`config.mk`:
```
export PLATFORM = sky130hd
export DESIGN_NAME = universal_string_hash_flat
export DESIGN_NICKNAME = d
export VERILOG_FILES = /design/src/hdl/usmh_pkg.sv /design/src/hdl/usmh_if.sv /design/src/hdl/universal_string_hash.sv /design/src/hdl/usmh_mul.sv /design/src/hdl/usmh_mod.sv /design/src/flat_wrapper.sv
export SDC_FILE = /design/constraint.sdc
export NUM_CORES = 1
export LEC_CHECK = 0
export BUFFER_PORTS_ARGS = -buffer_cell sky130_fd_sc_hd__clkbuf_2
export CELL_PAD_IN_SITES_DETAIL_PLACEMENT = 2
export CELL_PAD_IN_SITES_GLOBAL_PLACEMENT = 2
export CORE_ASPECT_RATIO = 0.8
export CORE_MARGIN = 2
export CORE_UTILIZATION = 40
export DETAILED_ROUTE_END_ITERATION = 10
export HOLD_SLACK_MARGIN = 0.15
export PLACE_DENSITY_LB_ADDON = 0.1
export SETUP_SLACK_MARGIN = 0.1
export SYNTH_ARGS = -nofsm -noshare
export SYNTH_HDL_FRONTEND = slang
export SYNTH_HIERARCHICAL = 1
export SYNTH_SLANG_ARGS = --single-unit
```
`constraint.sdc`:
```
create_clock -name clk_i -period 4.8 [get_ports clk_i]
set_input_delay 0.96 -clock clk_i [delete_from_list [all_inputs] [get_ports clk_i]]
set_output_delay 0.96 -clock clk_i [all_outputs]
set_load 0.05 [all_outputs]
```
`src/hdl/usmh_pkg.sv`:
```
package usmh_pkg;

  localparam int unsigned KeyW  = 8;
  localparam int unsigned HashW = 15;
  localparam int unsigned CfgW  = 16;
  // product of two hash-width words plus a key character
  localparam int unsigned ProdW = 2 * HashW + 1;

  localparam int unsigned MulCntW = $clog2(HashW);
  localparam int unsigned ModCntW = $clog2(ProdW);

  localparam logic [HashW-1:0] MultStart = 15'd31415;
  localparam logic [HashW-1:0] MultStep  = 15'd21783;

  localparam logic [CfgW-1:0] SizeReset    = 16'd1021;
  localparam logic [CfgW-1:0] MinTableSize = 16'd2;
  localparam logic [CfgW-1:0] MaxTableSize = 16'd32768;

  typedef enum logic [2:0] {
    StIdle,
    StMulA,
    StModA,
    StMulH,
    StModH
  } usmh_state_e;

endpackage

```
`src/hdl/usmh_if.sv`:
```
interface usmh_key_if ();
  logic                         valid;
  logic                         ready;
  logic [usmh_pkg::KeyW-1:0]    key_char;

  modport source (output valid, output key_char, input ready);
  modport sink   (input valid, input key_char, output ready);
endinterface

interface usmh_hash_if ();
  logic                         valid;
  logic                         ready;
  logic [usmh_pkg::HashW-1:0]   hash_index;

  modport source (output valid, output hash_index, input ready);
  modport sink   (input valid, input hash_index, output ready);
endinterface

interface usmh_cfg_if ();
  logic                         valid;
  logic                         ready;
  logic [usmh_pkg::CfgW-1:0]    table_size;

  modport source (output valid, output table_size, input ready);
  modport sink   (input valid, input table_size, output ready);
endinterface

```
`src/hdl/universal_string_hash.sv`:
```
// Universal string hash: key characters arrive one per transaction on key_i, a zero
// character ends the key and puts its table slot on hash_o, then the hash restarts.
// A zero character does not make the block busy. A nonzero character keeps it busy after
// its transaction, so the next character is taken only once that work is through. The
// work is done by one bit-serial shift-add multiplier and one bit-serial remainder unit,
// each used twice per character (multiplier update, then hash update), with a registered
// done strobe at each of the four handoffs. table_size must be written on cfg_i only
// while no character is in flight; the block itself does not enforce this. Values
// below 2 act as 2 and above 32768 act as 32768. A finished slot waits in an output
// register; while it waits no further character is taken until hash_o accepts the slot.
module universal_string_hash (
  input  logic           clk_i,
  input  logic           rst_ni,
  usmh_key_if.sink       key_i,
  usmh_cfg_if.sink       cfg_i,
  usmh_hash_if.source    hash_o
);

  usmh_pkg::usmh_state_e state_q, state_d;

  logic [usmh_pkg::CfgW-1:0]  size_q;
  logic [usmh_pkg::CfgW-1:0]  eff_size;
  logic [usmh_pkg::HashW-1:0] mult_q;
  logic [usmh_pkg::HashW-1:0] hash_q;
  logic [usmh_pkg::KeyW-1:0]  ch_q;
  logic [usmh_pkg::HashW-1:0] out_q;
  logic                       out_vld_q;

  logic                       key_fire;
  logic                       key_zero;
  logic                       mul_start, mul_done;
  logic                       mod_start, mod_done;
  logic [usmh_pkg::HashW-1:0] mul_mcand, mul_mplier;
  logic [usmh_pkg::KeyW-1:0]  mul_addend;
  logic [usmh_pkg::ProdW-1:0] mul_prod;
  logic [usmh_pkg::CfgW-1:0]  mod_modulus;
  logic [usmh_pkg::HashW-1:0] mod_rem;

  always_comb begin
    if (size_q < usmh_pkg::MinTableSize) begin
      eff_size = usmh_pkg::MinTableSize;
    end else if (size_q > usmh_pkg::MaxTableSize) begin
      eff_size = usmh_pkg::MaxTableSize;
    end else begin
      eff_size = size_q;
    end
  end

  assign key_fire = key_i.valid && key_i.ready;
  assign key_zero = (key_i.key_char == '0);

  // next state
  always_comb begin
    state_d = state_q;
    case (state_q)
      usmh_pkg::StIdle: begin
        if (key_fire && !key_zero) state_d = usmh_pkg::StMulA;
      end
      usmh_pkg::StMulA: begin
        if (mul_done) state_d = usmh_pkg::StModA;
      end
      usmh_pkg::StModA: begin
        if (mod_done) state_d = usmh_pkg::StMulH;
      end
      usmh_pkg::StMulH: begin
        if (mul_done) state_d = usmh_pkg::StModH;
      end
      usmh_pkg::StModH: begin
        if (mod_done) state_d = usmh_pkg::StIdle;
      end
      default: state_d = usmh_pkg::StIdle;
    endcase
  end

  // outputs
  always_comb begin
    key_i.ready = 1'b0;
    mul_start   = 1'b0;
    mod_start   = 1'b0;
    mul_mcand   = usmh_pkg::MultStep;
    mul_mplier  = mult_q;
    mul_addend  = '0;
    mod_modulus = eff_size;
    case (state_q)
      usmh_pkg::StIdle: begin
        key_i.ready = !out_vld_q || hash_o.ready;
        mul_start   = key_fire && !key_zero;
      end
      usmh_pkg::StMulA: begin
        mod_start   = mul_done;
        mod_modulus = eff_size - 16'd1;
      end
      usmh_pkg::StModA: begin
        // new multiplier straight from the remainder unit
        mul_start  = mod_done;
        mul_mcand  = hash_q;
        mul_mplier = mod_rem;
        mul_addend = ch_q;
      end
      usmh_pkg::StMulH: begin
        mod_start = mul_done;
      end
      usmh_pkg::StModH: begin
      end
      default: begin
      end
    endcase
  end

  always_ff @(posedge clk_i or negedge rst_ni) begin
    if (!rst_ni) begin
      state_q   <= usmh_pkg::StIdle;
      size_q    <= usmh_pkg::SizeReset;
      mult_q    <= usmh_pkg::MultStart;
      hash_q    <= '0;
      out_vld_q <= 1'b0;
    end else begin
      state_q <= state_d;
      if (cfg_i.valid && cfg_i.ready) begin
        size_q <= cfg_i.table_size;
      end
      if (key_fire && key_zero) begin
        mult_q    <= usmh_pkg::MultStart;
        hash_q    <= '0;
        out_vld_q <= 1'b1;
      end else begin
        if (hash_o.ready) out_vld_q <= 1'b0;
        if (state_q == usmh_pkg::StModA && mod_done) mult_q <= mod_rem;
        if (state_q == usmh_pkg::StModH && mod_done) hash_q <= mod_rem;
      end
    end
  end

  always_ff @(posedge clk_i) begin
    if (key_fire) begin
      ch_q <= key_i.key_char;
    end
    if (key_fire && key_zero) begin
      out_q <= hash_q;
    end
  end

  assign cfg_i.ready       = 1'b1;
  assign hash_o.valid      = out_vld_q;
  assign hash_o.hash_index = out_q;

  usmh_mul u_mul (
    .clk_i    (clk_i),
    .rst_ni   (rst_ni),
    .start_i  (mul_start),
    .mcand_i  (mul_mcand),
    .mplier_i (mul_mplier),
    .addend_i (mul_addend),
    .done_o   (mul_done),
    .prod_o   (mul_prod)
  );

  usmh_mod u_mod (
    .clk_i      (clk_i),
    .rst_ni     (rst_ni),
    .start_i    (mod_start),
    .dividend_i (mul_prod),
    .modulus_i  (mod_modulus),
    .done_o     (mod_done),
    .rem_o      (mod_rem)
  );

endmodule

```
`src/hdl/usmh_mul.sv`:
```
module usmh_mul (
  input  logic                          clk_i,
  input  logic                          rst_ni,
  input  logic                          start_i,
  input  logic [usmh_pkg::HashW-1:0]    mcand_i,
  input  logic [usmh_pkg::HashW-1:0]    mplier_i,
  input  logic [usmh_pkg::KeyW-1:0]     addend_i,
  output logic                          done_o,
  output logic [usmh_pkg::ProdW-1:0]    prod_o
);

  localparam int unsigned HiW = usmh_pkg::ProdW - usmh_pkg::HashW;
  localparam logic [usmh_pkg::MulCntW-1:0] LastCnt = usmh_pkg::MulCntW'(usmh_pkg::HashW - 1);

  logic [usmh_pkg::ProdW-1:0]   acc_q, acc_d;
  logic [usmh_pkg::HashW-1:0]   mcand_q;
  logic [usmh_pkg::MulCntW-1:0] cnt_q, cnt_d;
  logic                         busy_q, busy_d;
  logic                         done_q, done_d;
  logic [HiW:0]                 sum;

  // right-shift multiplier, addend preloaded in the upper half comes out as a plain add
  always_comb begin
    sum = {1'b0, acc_q[usmh_pkg::ProdW-1:usmh_pkg::HashW]}
        + (acc_q[0] ? (HiW+1)'(mcand_q) : '0);
    acc_d  = acc_q;
    cnt_d  = cnt_q;
    busy_d = busy_q;
    done_d = 1'b0;
    if (start_i) begin
      acc_d  = {(HiW)'(addend_i), mplier_i};
      cnt_d  = '0;
      busy_d = 1'b1;
    end else if (busy_q) begin
      acc_d = {sum, acc_q[usmh_pkg::HashW-1:1]};
      cnt_d = cnt_q + 1'b1;
      if (cnt_q == LastCnt) begin
        busy_d = 1'b0;
        done_d = 1'b1;
      end
    end
  end

  always_ff @(posedge clk_i or negedge rst_ni) begin
    if (!rst_ni) begin
      cnt_q  <= '0;
      busy_q <= 1'b0;
      done_q <= 1'b0;
    end else begin
      cnt_q  <= cnt_d;
      busy_q <= busy_d;
      done_q <= done_d;
    end
  end

  always_ff @(posedge clk_i) begin
    acc_q <= acc_d;
    if (start_i) begin
      mcand_q <= mcand_i;
    end
  end

  assign done_o = done_q;
  assign prod_o = acc_q;

endmodule

```
`src/hdl/usmh_mod.sv`:
```
module usmh_mod (
  input  logic                          clk_i,
  input  logic                          rst_ni,
  input  logic                          start_i,
  input  logic [usmh_pkg::ProdW-1:0]    dividend_i,
  input  logic [usmh_pkg::CfgW-1:0]     modulus_i,
  output logic                          done_o,
  output logic [usmh_pkg::HashW-1:0]    rem_o
);

  localparam logic [usmh_pkg::ModCntW-1:0] LastCnt = usmh_pkg::ModCntW'(usmh_pkg::ProdW - 1);

  logic [usmh_pkg::ProdW-1:0]   sh_q, sh_d;
  logic [usmh_pkg::CfgW-1:0]    mod_q;
  logic [usmh_pkg::HashW-1:0]   rem_q, rem_d;
  logic [usmh_pkg::ModCntW-1:0] cnt_q, cnt_d;
  logic                         busy_q, busy_d;
  logic                         done_q, done_d;
  logic [usmh_pkg::CfgW-1:0]    trial;
  logic [usmh_pkg::CfgW-1:0]    diff;

  // restoring remainder, one dividend bit per cycle, msb first
  always_comb begin
    trial  = {rem_q, sh_q[usmh_pkg::ProdW-1]};
    diff   = trial - mod_q;
    sh_d   = sh_q;
    rem_d  = rem_q;
    cnt_d  = cnt_q;
    busy_d = busy_q;
    done_d = 1'b0;
    if (start_i) begin
      sh_d   = dividend_i;
      rem_d  = '0;
      cnt_d  = '0;
      busy_d = 1'b1;
    end else if (busy_q) begin
      sh_d  = {sh_q[usmh_pkg::ProdW-2:0], 1'b0};
      rem_d = (trial >= mod_q) ? diff[usmh_pkg::HashW-1:0] : trial[usmh_pkg::HashW-1:0];
      cnt_d = cnt_q + 1'b1;
      if (cnt_q == LastCnt) begin
        busy_d = 1'b0;
        done_d = 1'b1;
      end
    end
  end

  always_ff @(posedge clk_i or negedge rst_ni) begin
    if (!rst_ni) begin
      cnt_q  <= '0;
      busy_q <= 1'b0;
      done_q <= 1'b0;
    end else begin
      cnt_q  <= cnt_d;
      busy_q <= busy_d;
      done_q <= done_d;
    end
  end

  always_ff @(posedge clk_i) begin
    sh_q  <= sh_d;
    rem_q <= rem_d;
    if (start_i) begin
      mod_q <= modulus_i;
    end
  end

  assign done_o = done_q;
  assign rem_o  = rem_q;

endmodule
```
`src/flat_wrapper.sv`:
```
// flat-port wrapper written by rule: the top's interface ports become plain ports
module universal_string_hash_flat 
  (clk_i, rst_ni, key_i_valid, key_i_key_char, key_i_ready, cfg_i_valid, cfg_i_table_size, cfg_i_ready, hash_o_valid, hash_o_hash_index, hash_o_ready);
  usmh_key_if key_i_i ();
  usmh_cfg_if cfg_i_i ();
  usmh_hash_if hash_o_i ();
  input  logic clk_i;
  input  logic rst_ni;
  input wire logic [$bits(key_i_i.valid)-1:0] key_i_valid;
  input wire logic [$bits(key_i_i.key_char)-1:0] key_i_key_char;
  output wire logic [$bits(key_i_i.ready)-1:0] key_i_ready;
  input wire logic [$bits(cfg_i_i.valid)-1:0] cfg_i_valid;
  input wire logic [$bits(cfg_i_i.table_size)-1:0] cfg_i_table_size;
  output wire logic [$bits(cfg_i_i.ready)-1:0] cfg_i_ready;
  output wire logic [$bits(hash_o_i.valid)-1:0] hash_o_valid;
  output wire logic [$bits(hash_o_i.hash_index)-1:0] hash_o_hash_index;
  input wire logic [$bits(hash_o_i.ready)-1:0] hash_o_ready;
  assign key_i_i.valid = key_i_valid;
  assign key_i_i.key_char = key_i_key_char;
  assign key_i_ready = key_i_i.ready;
  assign cfg_i_i.valid = cfg_i_valid;
  assign cfg_i_i.table_size = cfg_i_table_size;
  assign cfg_i_ready = cfg_i_i.ready;
  assign hash_o_valid = hash_o_i.valid;
  assign hash_o_hash_index = hash_o_i.hash_index;
  assign hash_o_i.ready = hash_o_ready;
  universal_string_hash u_core (.clk_i(clk_i), .rst_ni(rst_ni), .key_i(key_i_i), .cfg_i(cfg_i_i), .hash_o(hash_o_i));
endmodule
```
; ---- Word-level counts from Yosys, hierarchy flattened
; Index checks and enable logic that the tools add are counted.
[totals]
in_bits = 29
ff_bits = 194
[classes]
n_eq_ne = 11
magnitude_cmp = 3
muxes = 42
n_addsub = 5
n_reduce_logical = 17
[op_table]
columns = operator, n
row1 = $mux W15, 7
row2 = $mux W31, 2
row3 = $mux W16, 3
row4 = $mux W23, 2
row5 = $add A16 B15 Y17, 1
row6 = $ge A16 B16 Y1, 1
row7 = $gt A16 B16 Y1 const B, 1
row8 = $lt A16 B2 Y1 const B, 1
row9 = $mux W1, 16
row10 = $sub A16 B1 Y16 const B, 1
row11 = $mux W3, 5
row12 = $pmux W3 S5, 1
row13 = $sub A15 B15 Y15, 1
row14 = $mux W5, 2
row15 = $reduce_bool A2 Y1, 5
row16 = $logic_not A8 Y1, 1
row17 = $mux W4, 2
row18 = $mux W8, 1
row19 = $ne A2 B2 Y1 const B, 4
row20 = $eq A3 B2 Y1 const B, 2
row21 = $add A5 B1 Y5 const B, 1
row22 = $eq A5 B5 Y1 const B, 1
row23 = $logic_and A1 B1 Y1, 5
row24 = $reduce_and A5 Y1, 1
row25 = other kinds (10), 11

; ---- Longest topological paths before layout
; Gate-level depths: netlist of the first run.
[depth]
ltp_word = 7
mapped_depth = 12
mapped_depth_nobuf = 10

; ---- Cells and area by module
; Netlist of the first run, hierarchy kept.
[by_module_without_submodules]
columns = module, cells_per_inst, area_per_inst_um2, seq_area_each_um2, n_inst
row1 = usmh_mod, 300, 3632.2, 1886.8, 1
row2 = universal_string_hash, 348, 3619.7, 1966.9, 1
row3 = usmh_mul, 228, 2718.9, 1451.4, 1

; ---- Worst setup path after synthesis of the first run
; OpenSTA, ideal clock, no wires.
[synth_timing]
kind = input port to flip-flop
startpoint = input port hash_o_ready
endpoint = register u_core.u_mul.acc_q, in the netlist u_core/u_mul/prod_o[0], enable pin
setup_ps = 378
slack_ps = -732
arrival_ps = 5154
required_time_ps = 4422
stages = 7
path_buffers = 1
path_cell_list = nor2b_1 -> nor4_1 -> nand2_1 -> o21ai_0 -> buf_1 -> nor2_1 -> inv_1
[synth_via]
elab_chain_cells = 6
[synth_lines]
columns = item, line_no
row1 = start: declaration, flat_wrapper.sv:17  ; input wire logic [$bits(hash_o_i.ready)-1:0] hash_o_ready;
row2 = $logic_or A1 B1 Y1, universal_string_hash.sv:86  ; key_i.ready = !out_vld_q || hash_o.ready;
row3 = $mux W1, universal_string_hash.sv:84  ; case (state_q)
row4 = named net key_i_ready, flat_wrapper.sv:11  ; output wire logic [$bits(key_i_i.ready)-1:0] key_i_ready;
row5 = $logic_and A1 B1 Y1, universal_string_hash.sv:49  ; assign key_fire = key_i.valid && key_i.ready;
row6 = $logic_and A1 B1 Y1, universal_string_hash.sv:87  ; mul_start = key_fire && !key_zero;
row7 = $pmux W1 S2, universal_string_hash.sv:84
row8 = named net u_core.mul_start, universal_string_hash.sv:31  ; logic mul_start, mul_done;
row9 = $reduce_bool A2 Y1 (no source line), n/a
row10 = end signal: assignment, usmh_mul.sv:57  ; acc_q <= acc_d;
row11 = end: declaration, usmh_mul.sv:15  ; logic [usmh_pkg::ProdW-1:0] acc_q, acc_d;
; The timed path passes the listed nets, and every way through them passes these cells.
; A chain may end at the register's enable or synchronous reset.

; ---- Final worst setup path of the first run
[layout_timing]
startpoint = register u_core.state_q[1]
endpoint = register u_core.u_mul.acc_q, in the netlist u_core/u_mul/prod_o[14], enable pin
[layout_via]
elab_chain_cells = 6
word_cells_on_any_way = 7
[layout_lines]
columns = item, line_no
row1 = start: declaration, universal_string_hash.sv:19  ; usmh_pkg::usmh_state_e state_q, state_d;
row2 = start signal: assignment, universal_string_hash.sv:112  ; state_q <= usmh_pkg::StIdle;
row3 = start signal: assignment, universal_string_hash.sv:118  ; state_q <= state_d;
row4 = $logic_not A3 Y1, universal_string_hash.sv:84
row5 = $mux W1, universal_string_hash.sv:84
row6 = $logic_and A1 B1 Y1, universal_string_hash.sv:49
row7 = $logic_and A1 B1 Y1, universal_string_hash.sv:87
row8 = $pmux W1 S2 (*), universal_string_hash.sv:84
row9 = named net u_core.mul_start, universal_string_hash.sv:31
row10 = $reduce_bool A2 Y1 (no source line) (*), n/a
; Mark *: on every way through the listed nets, which the timed path passes. The rest lies on a longest branch.

==> metrics.md, run 1 <==
| Metric | Value |
|---|---|
| Drt wl/cell | 23.0 um |
| Initial DRC Count | 466 |
| Root Buffer | clkbuf_16 |
| Number of flops mapped to enable cells by yosys | 108 |
| Initial antenna violation count | 0 |
| DRT Pass-1 Iters | 5 |
| Area leader, netlist | edfxtp_1 |
| Synth top area share | 0.325 |
| Area grow syn2layout | 10.6% |
| CTS tree | built |
| Sum of negative setup slack | 0 ns |
| Post-route total power | 5270 uW |
| I/O Buffers | 45 |
| Crit start category | register |
| Post-synthesis sequential area ratio | 0.532 |
| CP Capture Type | register |
| Reg-to-Reg Start | u_core/state_q[1] |
| Fin area | 11000 um^2 |
| Core Rows | 51 |
| Total grt overflow | 0 |
| Dominant synthesized flop cell | edfxtp_1 |
| DR vias | 6962 |
| RSZ-0062 raised after global routing | no |
| Period utilization | 0.700 |
| Pwr dens | 478 nW/um^2 |
| Largest net degree at the start of global routing | 75 |
| All-Layer GR Usage | 0.224 |
| DP Cell Count | 1206 |
| Synth Net Count | 943 |
| Yosys reg bits | 194 |
| Synth Instances | 876 |
| Post-CTS Setup Bufs | 0 |
| First-pass GRT wire length | 45600 um |
| WP data arrival | 3.46 ns |
| Synth top area cells | edfxtp_1 33%, dfrtp_1 11%, mux2_2 8.5% |
| Share of cells above drive strength 1 | 0.224 |
| Max VDD drop | 0.251 mV |
| Synth async-reset ratio | 0.325 |
| Clock slew at reported path FFs | 0.07 ns |
| Netlist cell types | 79 |
| H-Tree Depth | 4 |
| DRC errors left | 0 |
| Number of global-route vias before repair | 7721 |
| CP max-delay cell | nand2_1 |
| Worst R2R End | u_core/u_mul/prod_o[14] |
| Die Area | 26200 um^2 |
| Clk_skew | 0.00992 ns |
| FILL cells | 2503 |
| Die Width | 181 um |
| Max_cap viols | 0 |
| CTS Sinks | 194 |
| Fmax | 298 MHz |
| Chip height | 145 um |
| Hold-fix buffers, CTS | 0 |
| Worst Tran Pin Value | 1.00 ns |
| Final Hold Fails | 0 |
| Antenna-violating nets left | 0 |
| Most frequent cells after synthesis | 108 x edfxtp_1, 108 x nand2_1, 75 x mux2_2 |
| Final setup fails | 0 |
| Vias per cell | 5.62 |
| Gpl congestion | 0.822 |
| Ant. Diodes | 0 |
| Final Net Count | 974 |
| Cell repeated most along the worst path | buf_4 |
| Syn avg cell area | 11.4 um^2 |
| Reg2reg path depth | 7 |
| Hold WC Path Type | primary input to asynchronous set/reset pin |
| CP max FO | 40 |
| Critical path class | register to register |
| Mapped cell area | 9970 um^2 |
| Final non-filler cell total | 1238 |
| Synthesis Warnings | 6 |
| Worst Path Required | 4.90 ns |
| LEAKAGE | 0.00412 uW |
| Max Slew Vio Count | 0 |
| Inserted Clock Buffers | 17 |
| Post-Route WL | 28500 um |
| R2R setup slack | 1.44 ns |
| Boundary pin count | 47 |
| Worst path max stage delay | 0.57 ns |
| Tmin final | 3.36 ns |
| CTS max path bufs | 2 |
| Normalized max-slew margin | 0.332 |
| CP cell instances | nor3b_2 > buf_4 > nand2_1 > o21ai_4 > nor2_1 > inv_1 > buf_4 |
| Starting Density | 0.408 |
| Hpwl dp | 20300 um |
| Dpl cell area | 10400 um^2 |
| Core box area | 24400 um^2 |
| Clock Latency Late Sink | 0.44 ns |
| Status | complete, no violations |
| Post-CTS Resized | 0 |
[metal layers]
| metal | GRT usage | share of wire |
|---|---|---|
| met1 | 0.323 | 0.50 |
| met3 | 0.0339 | 0.027 |
| met2 | 0.362 | 0.47 |
| met4 | 0.0415 | 0.0075 |
| met5 | 0 | 0 |
[through the flow]
stage	util	setup slack [ns]	hold slack (ns)
after detailed placement	0.427	1.27	0.454
after global placement	0.427	1.37	0.460
after global routing	0.451	1.17	0.449
after floorplan	-	0.398	0.438
after CTS	0.451	1.44	0.434
final	0.451	1.44	0.447
[state kept, by name (all words and copies together), names as in the netlist, 16 cells and up]
register             cells
u_core/u_mod/mod_q      16
u_core/size_q           16
u_core/u_mod/sh_q       31
u_core/u_mul/prod_o     31
[cell families after synthesis]
group,count (synthesis),share of synthesized area
and+or+nand+nor,286,0.144
DFF,194,0.532
AOI/OAI and AO/OA,160,0.110
muxes,90,0.0998
buffers and inverters,74,0.0363
adders and majority gates,38,0.0492
xor gates and xnor gates,33,0.0290
other,1,0.000376
[critical path: cells and delay by family (launching register included)]
family          cells  cell delay (ns)
compound gates      1             0.52
buf+inv             3             0.93
simple gates        3             1.09
flops               1             0.47
[where the power goes]
part	switching, uW	internal [uW]
clock network	674	762
logic	792	640
registers	324	2080
total	1790	3480
[cell type report]
type                       count  area (um^2)  share of cell area
timing repair buffer          53          285              0.0259
clock buffer                  20          460              0.0418
inverter                      33          124              0.0112
tap                          318          398              0.0361
multi-input combinational    608         4330               0.393
clock inverter                12          118              0.0107
sequential                   194         5310               0.481
[layout by cell type, fill, tap and decap left out, types with 5 or more instances in the layout]
master	n
a211oi_1	14
a21o_1	10
a21oi_1	43
a31oi_1	5
and2_1	35
buf_4	8
clkbuf_16	18
clkbuf_2	47
dfrtp_1	43
dfstp_2	20
dfxtp_1	23
edfxtp_1	108
ha_1	36
inv_1	32
mux2_2	75
mux2i_1	15
nand2_1	108
nand2b_1	19
nand3_1	21
nand4_1	8
nor2_1	43
nor3_1	5
nor4_1	8
o211ai_1	8
o21ai_0	33
xnor2_1	16
xor2_1	17
[worst max path at each step]
stage                       from                           to  slack (ns)  cells after the start
2_1_floorplan       hash_o_ready       u_core/u_mul/prod_o[0]        0.40                      7
5_1_grt        u_core/state_q[1]      u_core/u_mul/prod_o[14]        1.17                      7
4_1_cts        u_core/state_q[1]      u_core/u_mul/prod_o[14]        1.44                      7
3_3_place_gp        hash_o_ready  u_core/hash_o.hash_index[6]        1.37                      8
3_5_place_dp        hash_o_ready  u_core/hash_o.hash_index[7]        1.27                      8
6_report       u_core/state_q[1]      u_core/u_mul/prod_o[14]        1.44                      7
No activity file was read; power rests on OpenSTA's default activity.
==> inputs of run 2 (changes only) <==
--- a/config.mk
+++ b/config.mk
@@ -10,7 +10,7 @@
 export CELL_PAD_IN_SITES_GLOBAL_PLACEMENT = 2
 export CORE_ASPECT_RATIO = 0.8
 export CORE_MARGIN = 2
-export CORE_UTILIZATION = 40
+export CORE_UTILIZATION = 38
 export DETAILED_ROUTE_END_ITERATION = 10
 export HOLD_SLACK_MARGIN = 0.15
 export PLACE_DENSITY_LB_ADDON = 0.1
==> constraint.sdc (replaced) <==
create_clock -name clk_i -period 2.7 [get_ports clk_i]
set_input_delay 0.54 -clock clk_i [delete_from_list [all_inputs] [get_ports clk_i]]
set_output_delay 0.54 -clock clk_i [all_outputs]
set_load 0.05 [all_outputs]
==> run 2 against run 1 <==
Compared with the run above:
- combinational power increased by 140%
- largest cell class unchanged
- core utilization increased by 0.31 points
- critical path type unchanged
- setup slack got worse by 1.3 ns
- final cell count increased by 7.7%
- clock power increased by 74%
- critical path depth increased by 3
==> metrics.md, run 2 (synthesis gave the netlist of run 1 again) <==
| Metric | Value |
|---|---|
| Crit start category | register |
| Status | complete, no violations |
| I/O Buffers | 45 (unchanged) |
| Max Slew Vio Count | 0 (unchanged) |
| Inserted Clock Buffers | 17 (unchanged) |
| Normalized max-slew margin | 0.436 (+0.104) |
| Max VDD drop | 0.419 mV (+67%) |
| Area grow syn2layout | 18.7% |
| WP data arrival | 2.94 ns (-0.52 ns) |
| Die Width | 185 um (+2.5%) |
| DRT Pass-1 Iters | 4 (-1) |
| Post-route total power | 9990 uW (+89%) |
| Pwr dens | 844 nW/um^2 (+76%) |
| Final non-filler cell total | 1333 (+7.7%) |
| RSZ-0062 raised after global routing | yes |
| DP Cell Count | 1285 (+6.6%) |
| Root Buffer | clkbuf_16 |
| Worst path max stage delay | 0.50 ns (-0.07 ns) |
| Hpwl dp | 22000 um (+8.0%) |
| Fin area | 11800 um^2 (+7.4%) |
| Final Hold Fails | 0 (unchanged) |
| LEAKAGE | 0.00440 uW (+6.7%) |
| Period utilization | 0.959 (+0.260) |
| Number of global-route vias before repair | 8003 (+3.7%) |
| CP cell instances | inv_1 > ha_4 > fa_2 > nand2b_4 > a21oi_4 > o21ai_4 > a211o_1 > and2_4 > or4b_4 > o311ai_4 |
| Hold_ws | 0.292 ns (-0.156 ns) |
| Initial antenna violation count | 0 (unchanged) |
| Boundary pin count | 47 (unchanged) |
| Drt wl/cell | 22.6 um (-1.7%) |
| Clock slew at reported path FFs | 0.07 ns (about the same) |
| CP max FO | 5 (-88%) |
| Clk_skew | 0.0124 ns (+0.00246 ns) |
| Largest delay share family, worst path | simple AND/OR/NAND/NOR gates |
| First-pass GRT wire length | 46900 um (+2.8%) |
| Post-Route WL | 30200 um (+5.8%) |
| Total grt overflow | 0 (unchanged) |
| Starting Density | 0.383 (-0.0254) |
| Initial DRC Count | 289 (-38%) |
| Antenna-violating nets left | 0 (unchanged) |
| Share of cells above drive strength 1 | 0.304 (+0.0804) |
| All-Layer GR Usage | 0.226 (+0.00235) |
| CTS Sinks | 194 (unchanged) |
| Die Area | 27600 um^2 (+5.1%) |
| H-Tree Depth | 4 (unchanged) |
| Dpl cell area | 10900 um^2 (+4.3%) |
| Worst Tran Pin Value | 0.843 ns (-0.159 ns) |
| Final setup fails | 0 (unchanged) |
| Gpl congestion | 0.801 (-2.5%) |
| Max_cap viols | 0 (unchanged) |
| DR vias | 7224 (+3.8%) |
| Clock Latency Late Sink | 0.44 ns (about the same) |
| DRC errors left | 0 (unchanged) |
| CP Buf/Inv Count | 1 (-2) |
| Hold WC Path Type | primary input to register |
| Fmax | 386 MHz (+30%) |
| Commonest non-fill, non-tap cell in the layout | edfxtp_1 |
| CTS tree | built |
| Core box area | 26100 um^2 (+6.6%) |
| Critical path class | register to register |
| CP max-delay cell | or4b_4 |
| Core Rows | 53 (+3.9%) |
| Vias per cell | 5.42 (-3.6%) |
| Tmin final | 2.59 ns (-0.769 ns) |
| Final Net Count | 1030 (+5.7%) |
| Largest net degree at the start of global routing | 44 (-41%) |
| Commonest cells after routing, fill and taps aside | 108 x edfxtp_1, 107 x nand2_1, 75 x mux2_2 |
| Worst Path Required | 3.05 ns (-1.85 ns) |
| CP Capture Type | register |
| Ant. Diodes | 0 (unchanged) |
| CTS max path bufs | 2 (unchanged) |
| Chip height | 149 um (+2.5%) |
## run 2: report_power, final
part	internal (uW)	total [uW]	switching, uW
Clock	1350	2510	1160
Combinational	1530	3410	1880
Sequential	3700	4080	375
## run 2: final timing paths
kind / cells past startpoint / slack [ns] / to / start
worst max-delay path: 10 / 0.11 / u_core/u_mod/rem_o[11] / u_core/u_mod/sh_q[30]
worst min-delay path: 1 / 0.29 / u_core/ch_q[6] / key_i_key_char[6]
worst max register to register: 10 / 0.11 / u_core/u_mod/rem_o[11] / u_core/u_mod/sh_q[30]
worst min register to register: 0 / 0.48 / u_core/hash_o.hash_index[6] / u_core/hash_q[6]
max in group asynchronous: 3 / 1.41 / u_core/mult_q[9] / rst_ni
min in group asynchronous: 2 / 0.63 / u_core/size_q[10] / rst_ni
## run 2: routing by layer
layer  track usage  wire (um)  up-vias  share of wire
met5             0          0        -              0
li1              -          -     3332              -
met1         0.318      14600     3756           0.48
met4        0.0544        425        0          0.014
met3        0.0344        839       29          0.028
met2         0.369      14300      107           0.47
## run 2: final cells by class
class / instances / area (um^2)
fill: 2640 / 14200
sequential: 194 / 5310
multi-input combinational: 608 / 4620
timing repair buffer: 109 / 767
clock buffer: 21 / 470
tap: 357 / 447
inverter: 33 / 128
clock inverter: 11 / 100
## run 2: through the flow
| stage | utilization | setup TNS, ns | setup slack [ns] |
|---|---|---|---|
| detailed placement | 0.418 | -0.00904 | -0.00904 |
| global route | 0.454 | 0 | 0.0137 |
| global placement | 0.418 | 0 | 0.140 |
| finish | 0.454 | 0 | 0.110 |
| floorplan | - | -7.50 | -0.191 |
| CTS | 0.442 | 0 | 0.101 |
## run 2: timing repair
| item | in CTS | in global routing |
|---|---|---|
| hold buffers | 1 | 0 |
| setup endpoints to repair | 15 | 28 |
| gates cloned | 0 | 1 |
| buffers inserted | 3 | 11 |
| hold endpoints to repair | 11 | 0 |
| resized for setup | 6 | 43 |
| pin swaps | 3 | 15 |
## run 2: worst register-to-register path: cells and delay by family (launching register included)
family	cells	cell delay (ns)
adders and majority gates	2	0.56
and+or+nand+nor	3	0.82
DFF	1	0.37
buffers and inverters	1	0.09
AOI/OAI and AO/OA	4	0.67
==> inputs of run 3 (changes only) <==
--- a/config.mk
+++ b/config.mk
@@ -9,7 +9,7 @@
 export CELL_PAD_IN_SITES_DETAIL_PLACEMENT = 2
 export CELL_PAD_IN_SITES_GLOBAL_PLACEMENT = 2
 export CORE_ASPECT_RATIO = 0.8
-export CORE_MARGIN = 2
+export CORE_MARGIN = 5
 export CORE_UTILIZATION = 38
 export DETAILED_ROUTE_END_ITERATION = 10
 export HOLD_SLACK_MARGIN = 0.15
==> run 3 against run 2 <==
Compared with the run above:
- maximum frequency is 1.8% lower
- clock power rose by 3%
- non-clock buffer count down 1
- first-iteration DRC count increased by 22%
- wire length is 3.2% lower
- clock skew down 0.0010 ns
- setup slack got worse by 0.048 ns
- highest routed layer unchanged
==> metrics.md, run 3 (synthesis gave the netlist of run 1 again) <==
| Metric | Value |
|---|---|
| Share of cells above drive strength 1 | 0.301 (-0.00379) |
| Largest net degree at the start of global routing | 44 (unchanged) |
| First-pass GRT wire length | 45600 um (-2.8%) |
| R2R setup slack | 0.06 ns (-0.05 ns) |
| Number of global-route vias before repair | 7899 (-1.3%) |
| I/O Buffers | 45 (unchanged) |
| Fmax | 379 MHz (-1.8%) |
| Fin area | 11800 um^2 (-0.55%) |
| Chip height | 155 um (+4.0%) |
| H-Tree Depth | 4 (unchanged) |
| Worst R2R End | u_core/u_mod/rem_o[11] |
| Pwr dens | 843 nW/um^2 (-0.11%) |
| Sequential power share | 0.408 (about the same) |
| Normalized max-slew margin | 0.475 (+0.0390) |
| Final Net Count | 1029 (-0.097%) |
| Die Area | 29600 um^2 (+7.4%) |
| Crit start category | register |
| Starting Density | 0.383 (unchanged) |
| P_sw | 3330 uW (-2.4%) |
| Boundary pin count | 47 (unchanged) |
| Clock Latency Late Sink | 0.44 ns (about the same) |
| Core Util, Final | 0.452 (-0.00250) |
| Worst Tran Pin Value | 0.785 ns (-0.0584 ns) |
| CTS Sinks | 194 (unchanged) |
| Core box area | 26100 um^2 (unchanged) |
| All-Layer GR Usage | 0.197 (-0.0292) |
| CTS tree | built |
| Worst Path Required | 3.04 ns (about the same) |
| Commonest cells after routing, fill and taps aside | 108 x edfxtp_1, 107 x nand2_1, 75 x mux2_2 |
| CTS max path bufs | 2 (unchanged) |
| Die Width | 191 um (+3.2%) |
| Area grow syn2layout | 18.1% |
| Tmin final | 2.64 ns (+0.0482 ns) |
| Dpl cell area | 10900 um^2 (-0.21%) |
| Gpl congestion | 0.845 (+5.5%) |
| Commonest non-fill, non-tap cell in the layout | edfxtp_1 |
| Hold WC Path Type | primary input to register |
| Status | complete, no violations |
| Antenna-violating nets left | 0 (unchanged) |
| DR vias | 7153 (-0.98%) |
| Total grt overflow | 0 (unchanged) |
| WP data arrival | 2.98 ns (+0.04 ns) |
| Max_cap viols | 0 (unchanged) |
| DP Cell Count | 1282 (-0.23%) |
| Reg-to-Reg Start | u_core/u_mod/sh_q[30] |
| Inserted Clock Buffers | 17 (unchanged) |
| Final non-filler cell total | 1332 (-0.075%) |
| Period utilization | 0.977 (+0.0178) |
| Core Rows | 53 (unchanged) |
| Initial DRC Count | 353 (+22%) |
| Reg2reg path depth | 10 (unchanged) |
| Critical path class | register to register |
| Max Slew Vio Count | 0 (unchanged) |
| Hold Path End | u_core/ch_q[4] |
| Clk pwr share | 0.260 (+0.009) |
| DRC errors left | 0 (unchanged) |
| DRT Pass-1 Iters | 5 (+1) |
| CP Capture Type | register |
| Min-Delay Path Depth | 1 (unchanged) |
| Drt wl/cell | 21.9 um (-3.1%) |
| Vias per cell | 5.37 (-0.91%) |
| Switching Fraction | 0.335 (-0.00594) |
| Initial antenna violation count | 0 (unchanged) |
| Sum of negative setup slack | 0 ns (unchanged) |
| Clk_skew | 0.0113 ns (-0.00104 ns) |
| Final Hold Fails | 0 (unchanged) |
| Clock slew at reported path FFs | 0.07 ns (about the same) |
| Post-Route WL | 29200 um (-3.2%) |
| Hpwl dp | 20600 um (-6.0%) |
| RSZ-0062 raised after global routing | yes |
| Hold path start | key_i_key_char[4] |
| Ant. Diodes | 0 (unchanged) |
| CP max FO | 5 (unchanged) |
| LEAKAGE | 0.00441 uW (+0.30%) |
| Logic gate share of total power | 0.331 (-0.010) |
| Int Power | 6600 uW (+0.23%) |
| Root Buffer | clkbuf_16 |
| Post-route total power | 9930 uW (-0.66%) |
| Final setup fails | 0 (unchanged) |
| Max VDD drop | 0.485 mV (+16%) |
==> run 3: cell count changes in the layout (fill, tap and decap cells not counted), sizes merged <==
cell and change:
clkinvlp -3, buf -1, inv -1, clkbuf +4
==> run 3: worst max path at each step <==
| stage | slack, ns | cells past startpoint | end | start |
|---|---|---|---|---|
| 2_1_floorplan | -0.19 | 7 | u_core/u_mul/prod_o[0] | u_core/hash_o.valid |
| 3_3_place_gp | 0.15 | 10 | u_core/u_mod/rem_o[11] | u_core/u_mod/sh_q[30] |
| 3_5_place_dp | 0.03 | 10 | u_core/u_mod/rem_o[11] | u_core/u_mod/sh_q[30] |
| 4_1_cts | 0.05 | 10 | u_core/u_mod/rem_o[11] | u_core/u_mod/sh_q[30] |
| 5_1_grt | -0.001 | 10 | u_core/u_mod/rem_o[11] | u_core/u_mod/sh_q[30] |
| 6_report | 0.06 | 10 | u_core/u_mod/rem_o[11] | u_core/u_mod/sh_q[30] |
==> run 3: through the flow <==
step / setup slack (ns) / hold slack, ns
3_5_place_dp: 0.0311 / 0.458
6_report: 0.0614 / 0.284
4_1_cts: 0.0508 / 0.263
5_1_grt: -0.00123 / 0.262
2_1_floorplan: -0.191 / 0.244
3_3_place_gp: 0.147 / 0.460
==> run 3: timing repair <==
| item | CTS | global route |
|---|---|---|
| hold buffers | 1 | 0 |
| hold endpoints to repair | 8 | 0 |
| endpoints found under the setup margin | 16 | 26 |
| cloned | 0 | 1 |
| gates resized for setup | 6 | 31 |
| setup buffers | 1 | 15 |
| pin swaps | 2 | 16 |
==> run 3: per-layer routing <==
layer  vias up  track usage  wire (um)
li1       3334            -          -
met1      3688        0.292      14700
met2       105        0.304      13300
met4         0       0.0540        409
met3        26       0.0283        807
met5         -            0          0
==> run 3: final cells by class <==
cell class / count / area [um^2]
clock buffer: 25 / 518
clock inverter: 7 / 70.1
fill: 2665 / 14300
inverter: 33 / 128
multi-input combinational: 608 / 4550
sequential: 194 / 5310
tap: 357 / 447
timing repair buffer: 108 / 754
==> run 3: critical path: stages, from the launching register on <==
cell and delay, ns:
edfxtp_1 0.38, inv_1 0.07, ha_2 0.21, fa_2 0.40, nand2b_4 0.16, a21oi_4 0.17, o21ai_4 0.06, a211o_1 0.31
and2_4 0.16, or4b_4 0.51, o311ai_4 0.11
==> run 3: power groups by stage <==
stage	Combinational (uW)	Sequential (uW)	Clock, uW
floorplan	2000	4010	0
global placement	2830	4070	0
CTS	3050	4050	2650
finish	3290	4050	2580
global route	3550	4110	2780
detailed placement	2990	4100	0
